File: config.mk
export PLATFORM = sky130hd
export DESIGN_NAME = gf256_inverse_sbox_core
export DESIGN_NICKNAME = d
export VERILOG_FILES = /design/src/hdl/gisb_pkg.sv /design/src/hdl/gisb_matrix.sv /design/src/hdl/gisb_cell.sv /design/src/hdl/gisb_out.sv /design/src/hdl/gf256_inverse_sbox_core.sv
export SDC_FILE = /design/constraint.sdc
export NUM_CORES = 1
export LEC_CHECK = 0
export BUFFER_PORTS_ARGS = -buffer_cell sky130_fd_sc_hd__buf_2
export CAP_MARGIN = 10
export CORE_MARGIN = 3
export CORE_UTILIZATION = 40
export CTS_CLUSTER_DIAMETER = 50
export DETAILED_ROUTE_END_ITERATION = 6
export PLACE_DENSITY = 0.52
export SETUP_SLACK_MARGIN = 0.02
export SLEW_MARGIN = 20
export SYNTH_ARGS = -nofsm -noshare
export SYNTH_HDL_FRONTEND = slang
export SYNTH_HIERARCHICAL = 1
export SYNTH_SLANG_ARGS = --single-unit
File: constraint.sdc
create_clock -name clk_i -period 8.3 [get_ports clk_i]
set_input_delay 1.66 -clock clk_i [delete_from_list [all_inputs] [get_ports clk_i]]
set_output_delay 1.66 -clock clk_i [all_outputs]
set_load 0.02 [all_outputs]
File: src/hdl/gisb_pkg.sv
// ----------------------------------------------------------------------------
// gisb_pkg: shared types, constants and functions
// Types and helpers shared by the matrix builder, the elimination cells and
// the output stage of the byte inversion core.
// ----------------------------------------------------------------------------
package gisb_pkg;

  // Field geometry: bytes are degree < 8 polynomials over GF(2).
  localparam int unsigned NumBits = 8;

  // Bit position of the right-hand side in an augmented row.
  localparam int unsigned RhsBit = NumBits;

  // Configuration register indexes.
  localparam int unsigned CfgIdxW = 2;
  localparam logic [CfgIdxW-1:0] RegReductionPoly = 2'd0;
  localparam logic [CfgIdxW-1:0] RegInverseOnly   = 2'd1;

  // Affine transform constants.
  localparam logic [NumBits-1:0] AffRow   = 8'hf1;
  localparam logic [NumBits-1:0] AffConst = 8'h63;

  // One augmented row: eight coefficient bits and the right-hand side.
  typedef logic [NumBits:0] row_t;

  // The augmented 8x9 linear system carried along the cell chain.
  typedef row_t [NumBits-1:0] mat_t;

  // Item handed from cell to cell: the system and a no-pivot flag.
  typedef struct packed {
    mat_t rows;
    logic singular;
  } gauss_t;

  // Standard AES affine map: bit j is the parity of x masked by the row
  // pattern rotated left by j, and the constant is added at the end.
  function automatic logic [NumBits-1:0] affine(input logic [NumBits-1:0] x);
    logic [NumBits-1:0]   res;
    logic [2*NumBits-1:0] wide;
    res = '0;
    for (int j = 0; j < NumBits; j++) begin
      wide   = {AffRow, AffRow} << j;
      res[j] = ^(wide[2*NumBits-1:NumBits] & x);
    end
    return res ^ AffConst;
  endfunction

endpackage

File: src/hdl/gisb_matrix.sv
// ----------------------------------------------------------------------------
// gisb_matrix: multiplication matrix builder
// Builds the augmented system M_a * b = 1, where column k of M_a is
// a * x^k reduced modulo the reduction polynomial, and registers it.
// ----------------------------------------------------------------------------
module gisb_matrix (
  input  logic                            clk_i,
  input  logic                            rst_ni,
  input  logic                            valid_i,
  output logic                            ready_o,
  input  logic [gisb_pkg::NumBits-1:0]    byte_i,
  input  logic [gisb_pkg::NumBits-1:0]    poly_low_i,
  output logic                            valid_o,
  input  logic                            ready_i,
  output gisb_pkg::gauss_t                data_o
);

  logic [gisb_pkg::NumBits-1:0] col [gisb_pkg::NumBits];
  gisb_pkg::gauss_t             data_d;
  gisb_pkg::gauss_t             data_q;
  logic                         valid_q;

  // Columns a * x^k: shift by one place and fold x^8 back each step.
  always_comb begin
    col[0] = byte_i;
    for (int k = 1; k < gisb_pkg::NumBits; k++) begin
      col[k] = {col[k-1][gisb_pkg::NumBits-2:0], 1'b0}
             ^ (col[k-1][gisb_pkg::NumBits-1] ? poly_low_i : '0);
    end
  end

  // Row i holds coefficient i of every column; the right side is 1 only
  // for the constant term.
  always_comb begin
    data_d.singular = 1'b0;
    for (int i = 0; i < gisb_pkg::NumBits; i++) begin
      for (int k = 0; k < gisb_pkg::NumBits; k++) begin
        data_d.rows[i][k] = col[k][i];
      end
      data_d.rows[i][gisb_pkg::RhsBit] = (i == 0);
    end
  end

  // Stage register: moves whenever it is empty or downstream takes it.
  assign ready_o = !valid_q || ready_i;

  always_ff @(posedge clk_i or negedge rst_ni) begin
    if (!rst_ni) begin
      valid_q <= 1'b0;
    end else if (ready_o) begin
      valid_q <= valid_i;
    end
  end

  always_ff @(posedge clk_i) begin
    if (ready_o && valid_i) begin
      data_q <= data_d;
    end
  end

  assign valid_o = valid_q;
  assign data_o  = data_q;

endmodule

File: src/hdl/gisb_cell.sv
// ----------------------------------------------------------------------------
// gisb_cell: one Gauss-Jordan elimination cell
// Clears one column of the system over GF(2): picks the first row at or
// below the diagonal with a one in that column, swaps it onto the
// diagonal and adds it to every other row that has a one there.
// ----------------------------------------------------------------------------
module gisb_cell #(
  parameter int unsigned Col = 0
) (
  input  logic             clk_i,
  input  logic             rst_ni,
  input  logic             valid_i,
  output logic             ready_o,
  input  gisb_pkg::gauss_t data_i,
  output logic             valid_o,
  input  logic             ready_i,
  output gisb_pkg::gauss_t data_o
);

  localparam int unsigned IdxW = $clog2(gisb_pkg::NumBits);
  localparam logic [IdxW-1:0] ColIdx = IdxW'(Col);

  logic             found;
  logic [IdxW-1:0]  piv;
  gisb_pkg::mat_t   swapped;
  gisb_pkg::gauss_t data_d;
  gisb_pkg::gauss_t data_q;
  logic             valid_q;

  // Pivot search among the rows not yet used as pivots.
  always_comb begin
    found = 1'b0;
    piv   = ColIdx;
    for (int r = 0; r < gisb_pkg::NumBits; r++) begin
      if (!found && (r >= Col) && data_i.rows[r][Col]) begin
        found = 1'b1;
        piv   = IdxW'(r);
      end
    end
  end

  // Swap the pivot row onto the diagonal, then eliminate the column.
  always_comb begin
    swapped      = data_i.rows;
    swapped[Col] = data_i.rows[piv];
    swapped[piv] = data_i.rows[Col];
    data_d.rows  = swapped;
    for (int i = 0; i < gisb_pkg::NumBits; i++) begin
      if (found && (i != Col) && swapped[i][Col]) begin
        data_d.rows[i] = swapped[i] ^ swapped[Col];
      end
    end
    data_d.singular = data_i.singular || !found;
  end

  // Stage register with bubble-collapsing flow control.
  assign ready_o = !valid_q || ready_i;

  always_ff @(posedge clk_i or negedge rst_ni) begin
    if (!rst_ni) begin
      valid_q <= 1'b0;
    end else if (ready_o) begin
      valid_q <= valid_i;
    end
  end

  always_ff @(posedge clk_i) begin
    if (ready_o && valid_i) begin
      data_q <= data_d;
    end
  end

  assign valid_o = valid_q;
  assign data_o  = data_q;

endmodule

File: src/hdl/gisb_out.sv
// ----------------------------------------------------------------------------
// gisb_out: result stage
// Reads the inverse off the solved system, forces zero when no pivot was
// found, applies the affine map in S-box mode and holds the result item.
// ----------------------------------------------------------------------------
module gisb_out (
  input  logic                         clk_i,
  input  logic                         rst_ni,
  input  logic                         valid_i,
  output logic                         ready_o,
  input  gisb_pkg::gauss_t             data_i,
  input  logic                         inverse_only_i,
  output logic                         valid_o,
  input  logic                         ready_i,
  output logic [gisb_pkg::NumBits-1:0] byte_o
);

  logic [gisb_pkg::NumBits-1:0] inv;
  logic [gisb_pkg::NumBits-1:0] byte_d;
  logic [gisb_pkg::NumBits-1:0] byte_q;
  logic                         valid_q;

  // After full elimination row k holds b_k on its right side.
  always_comb begin
    for (int k = 0; k < gisb_pkg::NumBits; k++) begin
      inv[k] = data_i.rows[k][gisb_pkg::RhsBit] && !data_i.singular;
    end
    byte_d = inverse_only_i ? inv : gisb_pkg::affine(inv);
  end

  // Output register: a waiting result does not block the chain behind it
  // while earlier stages still hold bubbles.
  assign ready_o = !valid_q || ready_i;

  always_ff @(posedge clk_i or negedge rst_ni) begin
    if (!rst_ni) begin
      valid_q <= 1'b0;
    end else if (ready_o) begin
      valid_q <= valid_i;
    end
  end

  always_ff @(posedge clk_i) begin
    if (ready_o && valid_i) begin
      byte_q <= byte_d;
    end
  end

  assign valid_o = valid_q;
  assign byte_o  = byte_q;

endmodule

File: src/hdl/gf256_inverse_sbox_core.sv
// ----------------------------------------------------------------------------
// gf256_inverse_sbox_core: GF(2^8) inverse and S-box substitution
// Inverts a byte modulo a programmable degree-8 polynomial by solving the
// linear system of its multiplication matrix in a chain of elimination
// cells, with the AES affine map as an option.
//
//   Channel  Direction  Handshake                 Payload
//   in       in         in_valid_i / in_ready_o   in_byte_i
//   out      out        out_valid_o / out_ready_i out_byte_o
//   cfg      in         cfg_valid_i / cfg_ready_o cfg_index_i, cfg_data_i
//
// One item per cycle sustained while out_ready_i is high; the stages are the
// matrix builder, eight elimination cells (one per column) and the output
// register. Each stage advances when it is empty or the next stage takes
// its item, so a stalled output fills the chain before in_ready_o drops.
// Reset loads reduction_poly = 0x11B and inverse_only = 0 and empties the
// chain. Configuration writes are always taken; out-of-range indexes are
// dropped.
// ----------------------------------------------------------------------------
module gf256_inverse_sbox_core (
  input  logic                                clk_i,
  input  logic                                rst_ni,
  input  logic                                in_valid_i,
  output logic                                in_ready_o,
  input  logic [7:0]                          in_byte_i,
  output logic                                out_valid_o,
  input  logic                                out_ready_i,
  output logic [7:0]                          out_byte_o,
  input  logic                                cfg_valid_i,
  output logic                                cfg_ready_o,
  input  logic [gisb_pkg::CfgIdxW-1:0]        cfg_index_i,
  input  logic [8:0]                          cfg_data_i
);

  localparam int unsigned NumStages = gisb_pkg::NumBits + 1;

  logic [8:0]       reduction_poly_q;
  logic             inverse_only_q;
  logic             st_valid [NumStages];
  logic             st_ready [NumStages];
  gisb_pkg::gauss_t st_data  [NumStages];

  // Configuration registers.
  assign cfg_ready_o = 1'b1;

  always_ff @(posedge clk_i or negedge rst_ni) begin
    if (!rst_ni) begin
      reduction_poly_q <= 9'h11b;
      inverse_only_q   <= 1'b0;
    end else if (cfg_valid_i) begin
      unique case (cfg_index_i)
        gisb_pkg::RegReductionPoly: reduction_poly_q <= cfg_data_i;
        gisb_pkg::RegInverseOnly:   inverse_only_q   <= cfg_data_i[0];
        default: ;
      endcase
    end
  end

  // Matrix builder; bit 8 of the polynomial is always taken as set.
  gisb_matrix u_matrix (
    .clk_i      (clk_i),
    .rst_ni     (rst_ni),
    .valid_i    (in_valid_i),
    .ready_o    (in_ready_o),
    .byte_i     (in_byte_i),
    .poly_low_i (reduction_poly_q[7:0]),
    .valid_o    (st_valid[0]),
    .ready_i    (st_ready[0]),
    .data_o     (st_data[0])
  );

  // Elimination chain, one cell per column.
  for (genvar c = 0; c < gisb_pkg::NumBits; c++) begin : g_cell
    gisb_cell #(
      .Col (c)
    ) u_cell (
      .clk_i   (clk_i),
      .rst_ni  (rst_ni),
      .valid_i (st_valid[c]),
      .ready_o (st_ready[c]),
      .data_i  (st_data[c]),
      .valid_o (st_valid[c+1]),
      .ready_i (st_ready[c+1]),
      .data_o  (st_data[c+1])
    );
  end

  // Result stage.
  gisb_out u_out (
    .clk_i          (clk_i),
    .rst_ni         (rst_ni),
    .valid_i        (st_valid[NumStages-1]),
    .ready_o        (st_ready[NumStages-1]),
    .data_i         (st_data[NumStages-1]),
    .inverse_only_i (inverse_only_q),
    .valid_o        (out_valid_o),
    .ready_i        (out_ready_i),
    .byte_o         (out_byte_o)
  );

endmodule
==> results_dict.tcl, run 1 <==
set metrics [dict create \
    finish.utilization_pct 43.64 \
    hp-class "reg2reg" \
    ir_drop_uv 203.8 \
    die_w_um 257.1 \
    hold_end "g_cell[4].u_cell/valid_o$_DFFE_PN0N_" \
    criticalPathCategory "in2out" \
    insertion_delay_ns 0.61 \
    tightest_slew_ns 1.130 \
    overflow 0 \
    cp-end-kind "output pin" \
    yosysWarnings 6 \
    period_minus_slack_ns 5.299 \
    vias 19911 \
    slowest_delay_ns 0.18 \
    crit_path_start_kind "input port" \
    dp_hpwl_mm 52.67 \
    dr.pass1.iters 5 \
    core-area_um2 62050 \
    cts_hold_buf 0 \
    required_ns 6.64 \
    post_dp_cell_area_um2 25460 \
    cp_cell_sequence "buf_2 > nand2b_1 > nand2b_1 > nand2b_1 > nand2b_1 > nand2b_1 > nand2b_1 > nand2b_1 > nand2b_1 > nand2b_1 > nand2b_1 > buf_2" \
    dpl_worst_slack_ns 3.032 \
    cts_sinks 387 \
    root_buffer "clkbuf_16" \
    status "complete, no violations" \
    critPathArrivalTime_ns 3.64 \
    drt-vias-per-instance 6.037 \
    initial_core_util_pct 40.64 \
    stdcell_area_um2 27080 \
    h-tree-depth 2 \
    instances_no_fill 3298 \
    fmax_ghz 0.1887 \
    fin_crit_sh_pct 63.85 \
    fin_tns_setup_ns 0 \
    cp.depth 12 \
    nets 2456 \
    critPathTopFamily "simple AND/OR/NAND/NOR gates" \
    finClkSkew_ns 0.02977 \
    clockBufferDepth 3 \
    first_iter_violations 2263 \
    cts_resized 0 \
    r2r_cells 8 \
    regToRegEndpoint "g_cell[1].u_cell/data_o[45]$_DFFE_PP_" \
    ant_nets 0 \
    leakage_nw 9.405 \
    wl_per_cell_um 22.49 \
    min_from "g_cell[3].u_cell/valid_o$_DFFE_PN0N_" \
    hold_viol_final 0 \
    port_buffers 32 \
    grt_pass1_vias 18312 \
    relSlewSlack_pct 24.06 \
    dieArea_um2 66100 \
    fin_ws_ns 3.001 \
    timing.hold.ws_ns 0.4820 \
    drive_gt1_share_pct 11.87 \
    power_mw 9.361 \
    setup_viol 0 \
    syn-mean-instance-area_um2 9.871 \
    cp_max_fo 3 \
    final_max_slew_viol_count 0 \
    syn_inst 2555 \
    grt_use_total_pct 21.75 \
    areaGrowthSynthToFinish_pct 7.382 \
    rows 91 \
    die_h_um 257.1 \
    drc 0 \
    numCtsBuffers 50 \
    power_density_nw_per_um2 345.7 \
    cpMostUsedCell "nand2b_1" \
    rsz0062_at_grt "false" \
    antenna_found_initial 1 \
    routed_wl_mm 74.16 \
    rr_startpoint "g_cell[0].u_cell/data_o[11]$_DFFE_PP_" \
    cts_tree "done" \
    crit_path_top_delay_cell "nand2b_1" \
    netlist_area_um2 25220 \
    r2r_slack_ns 4.07 \
    io_pins 35 \
    grt_pass1_wl_mm 112.9 \
    crit_buf_inv 2 \
    cts_setup_buffers 0 \
    maxCapViolCount 0 \
    grt_max_degree 66 \
    nFillCells 5975 \
    gp_congestion 0.8989 \
    path_clk_slew_ns 0.06 \
    placed_cells 3207 \
    holdPathStages 1 \
]
where the power goes:
| part | internal, mW | leakage, nW | total [mW] | switching [mW] |
|---|---|---|---|---|
| combinational | 1.38 | 4.81 | 3.31 | 1.93 |
| sequential | 3.16 | 3.82 | 3.97 | 0.810 |
| clock | 1.20 | 0.776 | 2.08 | 0.883 |
worst max path at each step:
| stage | from | to | slack (ns) |
|---|---|---|---|
| 6_report | out_ready_i | in_ready_o | 3.00 |
| 5_1_grt | out_ready_i | in_ready_o | 2.81 |
| 4_1_cts | out_ready_i | in_ready_o | 2.99 |
| 3_5_place_dp | out_ready_i | in_ready_o | 3.03 |
| 3_3_place_gp | out_ready_i | in_ready_o | 3.01 |
| 2_1_floorplan | out_ready_i | u_matrix/data_o[10]$_DFFE_PP_ | 3.31 |
placed cells by master, fill, tap and decap left out, types with 18 or more instances in the layout:
| cell | n |
|---|---|
| o22ai_1 | 31 |
| nand3_1 | 88 |
| a31oi_1 | 35 |
| xor2_1 | 53 |
| a22o_1 | 28 |
| o21ai_1 | 32 |
| nand2b_1 | 51 |
| nor3b_1 | 37 |
| nor2_1 | 142 |
| nor2b_1 | 45 |
| mux2i_1 | 21 |
| edfxtp_1 | 368 |
| nand3b_1 | 19 |
| a21oi_1 | 109 |
| inv_1 | 72 |
| xnor2_1 | 87 |
| nand2_1 | 237 |
| nor3_1 | 44 |
| buf_4 | 31 |
| o21ai_0 | 207 |
| o211ai_1 | 31 |
| o31ai_1 | 42 |
| and2_1 | 18 |
| buf_2 | 32 |
| a32o_1 | 18 |
| clkbuf_16 | 51 |
area by class of cell:
| class | count | area [um2] | area share, % |
|---|---|---|---|
| multi-input combinational | 1842 | 12200 | 45.04 |
| sequential | 387 | 11530 | 42.58 |
| clock buffer | 64 | 1345 | 4.967 |
| tap | 837 | 1047 | 3.867 |
| timing repair buffer | 63 | 392.9 | 1.451 |
| inverter | 78 | 295.3 | 1.090 |
| clock inverter | 26 | 270.3 | 0.9979 |
| antenna | 1 | 2.502 | 0.009240 |
metal layers:
layer / global-route usage (%) / vias up / part of all wire (%)
li1: - / 9290 / -
met1: 29.29 / 9724 / 43
met2: 35.74 / 748 / 48
met3: 2.667 / 149 / 5.6
met4: 8.677 / 0 / 3.9
met5: 0 / - / 0
registers in the layout, indices dropped and copies added (netlist names):
signal / count
reduction_poly_q: 8
u_matrix/valid_o: 1
u_matrix/data_o: 64
u_out/byte_o: 8
g_cell.u_cell/valid_o: 8
g_cell.u_cell/data_o: 296
inverse_only_q: 1
u_out/valid_o: 1
worst register-to-register path: stages, from the launching register on:
cell and delay [ns]:
edfxtp_1 0.33, buf_4 0.41, clkinv_1 0.89, o211ai_2 0.50, a211oi_1 0.17, nor4_1 0.84
buf_4 0.32, nor3_1 0.06, nor3_1 0.45
(Power assumes the default switching activity.)
==> run 2, diff against run 1 <==
--- a/config.mk
+++ b/config.mk
@@ -11,7 +11,7 @@
 export CORE_UTILIZATION = 40
 export CTS_CLUSTER_DIAMETER = 50
 export DETAILED_ROUTE_END_ITERATION = 6
-export PLACE_DENSITY = 0.52
+export PLACE_DENSITY = 0.54
 export SETUP_SLACK_MARGIN = 0.02
 export SLEW_MARGIN = 20
 export SYNTH_ARGS = -nofsm -noshare
==> constraint.sdc (replaced) <==
create_clock -name clk_i -period 4.3 [get_ports clk_i]
set_input_delay 0.86 -clock clk_i [delete_from_list [all_inputs] [get_ports clk_i]]
set_output_delay 0.86 -clock clk_i [all_outputs]
set_load 0.02 [all_outputs]
==> run 2 against run 1 <==
Effect of this change:
- sequential share of layout area decreased by 0.30 points
- register-to-register slack got worse by 3.4 ns
- critical path depth unchanged
- non-clock buffer count rose by 28
- clock power grew 92%
- sequential power increased by 94%
- final area up 0.71%
- core utilization up 0.31 points
==> results_dict.tcl, run 2 (synthesis results as in run 1) <==
set metrics [dict create \
    status "complete, no violations" \
    die_w_um 257.1 \
    power_frac_comb_pct 35.2 \
    antenna_found_initial 0 \
    rsz0062_at_grt "false" \
    ant_nets 0 \
    dr.pass1.iters 6 \
    hp-class "in2async" \
    fin_tns_setup_ns 0 \
    period_minus_slack_ns 3.703 \
    tightest_slew_ns 1.028 \
    areaGrowthSynthToFinish_pct 8.141 \
    cts_hold_buf 0 \
    cp-end-kind "output pin" \
    cts_sinks 387 \
    overflow 0 \
    met1_usage_pct 29.39 \
    routed_wl_mm 73.53 \
    gp_congestion 0.9348 \
    relSlewSlack_pct 30.71 \
    fin_crit_sh_pct 86.11 \
    largest_reg_flops 296 \
    diodes 0 \
    initial_core_util_pct 40.64 \
    final_cell_mix "368 x edfxtp_1, 237 x nand2_1, 207 x o21ai_0, 142 x nor2_1, 109 x a21oi_1" \
    port_buffers 32 \
    final_common_cell "edfxtp_1" \
    r2r_cells 14 \
    fmax_ghz 0.2701 \
    root_buffer "clkbuf_16" \
    clockBufferDepth 3 \
    dpl_worst_slack_ns 0.2914 \
    finClkSkew_ns 0.03069 \
    leakage_nw 9.524 \
    nets 2483 \
    fin_ws_ns 0.5974 \
    dieArea_um2 66100 \
    grt_use_total_pct 21.58 \
    p_int_mw 11.09 \
    wl_per_cell_um 22.10 \
    grt_pass1_vias 18385 \
    drive_gt1_share_pct 12.93 \
    insertion_delay_ns 0.61 \
    grt.busiest_layer "met2" \
    h-tree-depth 2 \
    io_pins 35 \
    swShare_pct 38.68 \
    p_seq_share_pct 42.7 \
    critPathArrivalTime_ns 2.84 \
    rr_startpoint "reduction_poly_q[7]$_DFFE_PN0P_" \
    criticalPathCategory "in2out" \
    grt_max_degree 66 \
    drt-vias-per-instance 6.026 \
    dp_hpwl_mm 53.79 \
    met2_usage_pct 34.20 \
    cts_resized 0 \
    p_sw_mw 6.995 \
    core-area_um2 62050 \
    drc 0 \
    finish.utilization_pct 43.95 \
    r2r_slack_ns 0.68 \
    stdcell_area_um2 27270 \
    maxCapViolCount 0 \
    vias 20048 \
    power_density_nw_per_um2 663.2 \
    cts_setup_buffers 0 \
    regToRegEndpoint "u_matrix/data_o[71]$_DFFE_PP_" \
    cts_tree "done" \
    numCtsBuffers 49 \
    setup_viol 0 \
    post_dp_cell_area_um2 25660 \
    met3_usage_pct 3.346 \
    hold_viol_final 0 \
    crit_start "out_ready_i" \
    path_clk_slew_ns 0.06 \
    ir_drop_uv 449.8 \
    clkPwrFrac_pct 22.1 \
    cp_max_fo 3 \
    rows 91 \
    grt_pass1_wl_mm 112.4 \
    first_iter_violations 2111 \
    required_ns 3.44 \
    die_h_um 257.1 \
    crit_path_start_kind "input port" \
    power_mw 18.09 \
    final_max_slew_viol_count 0 \
]
run 2: cell types whose count changed in the layout (fill, tap and decap cells not counted), moves of 2 or more:
cell        before  now
buf_4           31   58
clkbuf_16       51   49
clkinvlp_4       3    5
inv_6            5   10
inv_8            3    0
run 2: area by class of cell:
type,instances,area (um2)
clock buffer,60,1277
clock inverter,32,325.3
fill,5866,34780
inverter,78,295.3
multi-input combinational,1842,12200
sequential,387,11530
tap,837,1047
timing repair buffer,91,600.6
run 2: metrics by stage:
step,hold WS (ns),instances
finish,0.1788,3327
global route,0.1814,3327
CTS,0.1609,3326
detailed placement,0.4669,3234
global placement,0.4602,3234
floorplan,0.4496,2562
run 2: power by group through the flow:
stage | Clock [mW] | Sequential, mW | Combinational [mW]
3_5_place_dp | 0 | 7.76 | 6.34
2_1_floorplan | 0 | 6.87 | 5.39
4_1_cts | 4.11 | 7.69 | 6.37
5_1_grt | 4.28 | 7.90 | 7.00
6_report | 3.99 | 7.72 | 6.38
3_3_place_gp | 0 | 7.71 | 6.24
run 2: how the worst max path moves through the flow:
stage,slack [ns],end
2_1_floorplan,0.11,u_matrix/data_o[10]$_DFFE_PP_
3_3_place_gp,0.29,u_matrix/data_o[71]$_DFFE_PP_
3_5_place_dp,0.29,u_matrix/data_o[71]$_DFFE_PP_
4_1_cts,0.61,in_ready_o
5_1_grt,0.38,in_ready_o
6_report,0.60,in_ready_o
run 2: critical path: stages:
cell and delay [ns]:
buf_2 0.09, nand2b_1 0.15, nand2b_1 0.17, nand2b_1 0.17
nand2b_1 0.17, nand2b_1 0.18, nand2b_1 0.18, nand2b_1 0.18
nand2b_1 0.18, nand2b_1 0.17, nand2b_1 0.17, buf_2 0.17
run 2: per-layer routing:
| layer | routed length [um] | up-vias | share of wire (%) |
|---|---|---|---|
| met5 | 0 | - | 0 |
| met3 | 4680 | 181 | 6.4 |
| met2 | 33870 | 802 | 46 |
| li1 | - | 9329 | - |
| met1 | 31700 | 9736 | 43 |
| met4 | 3282 | 0 | 4.5 |
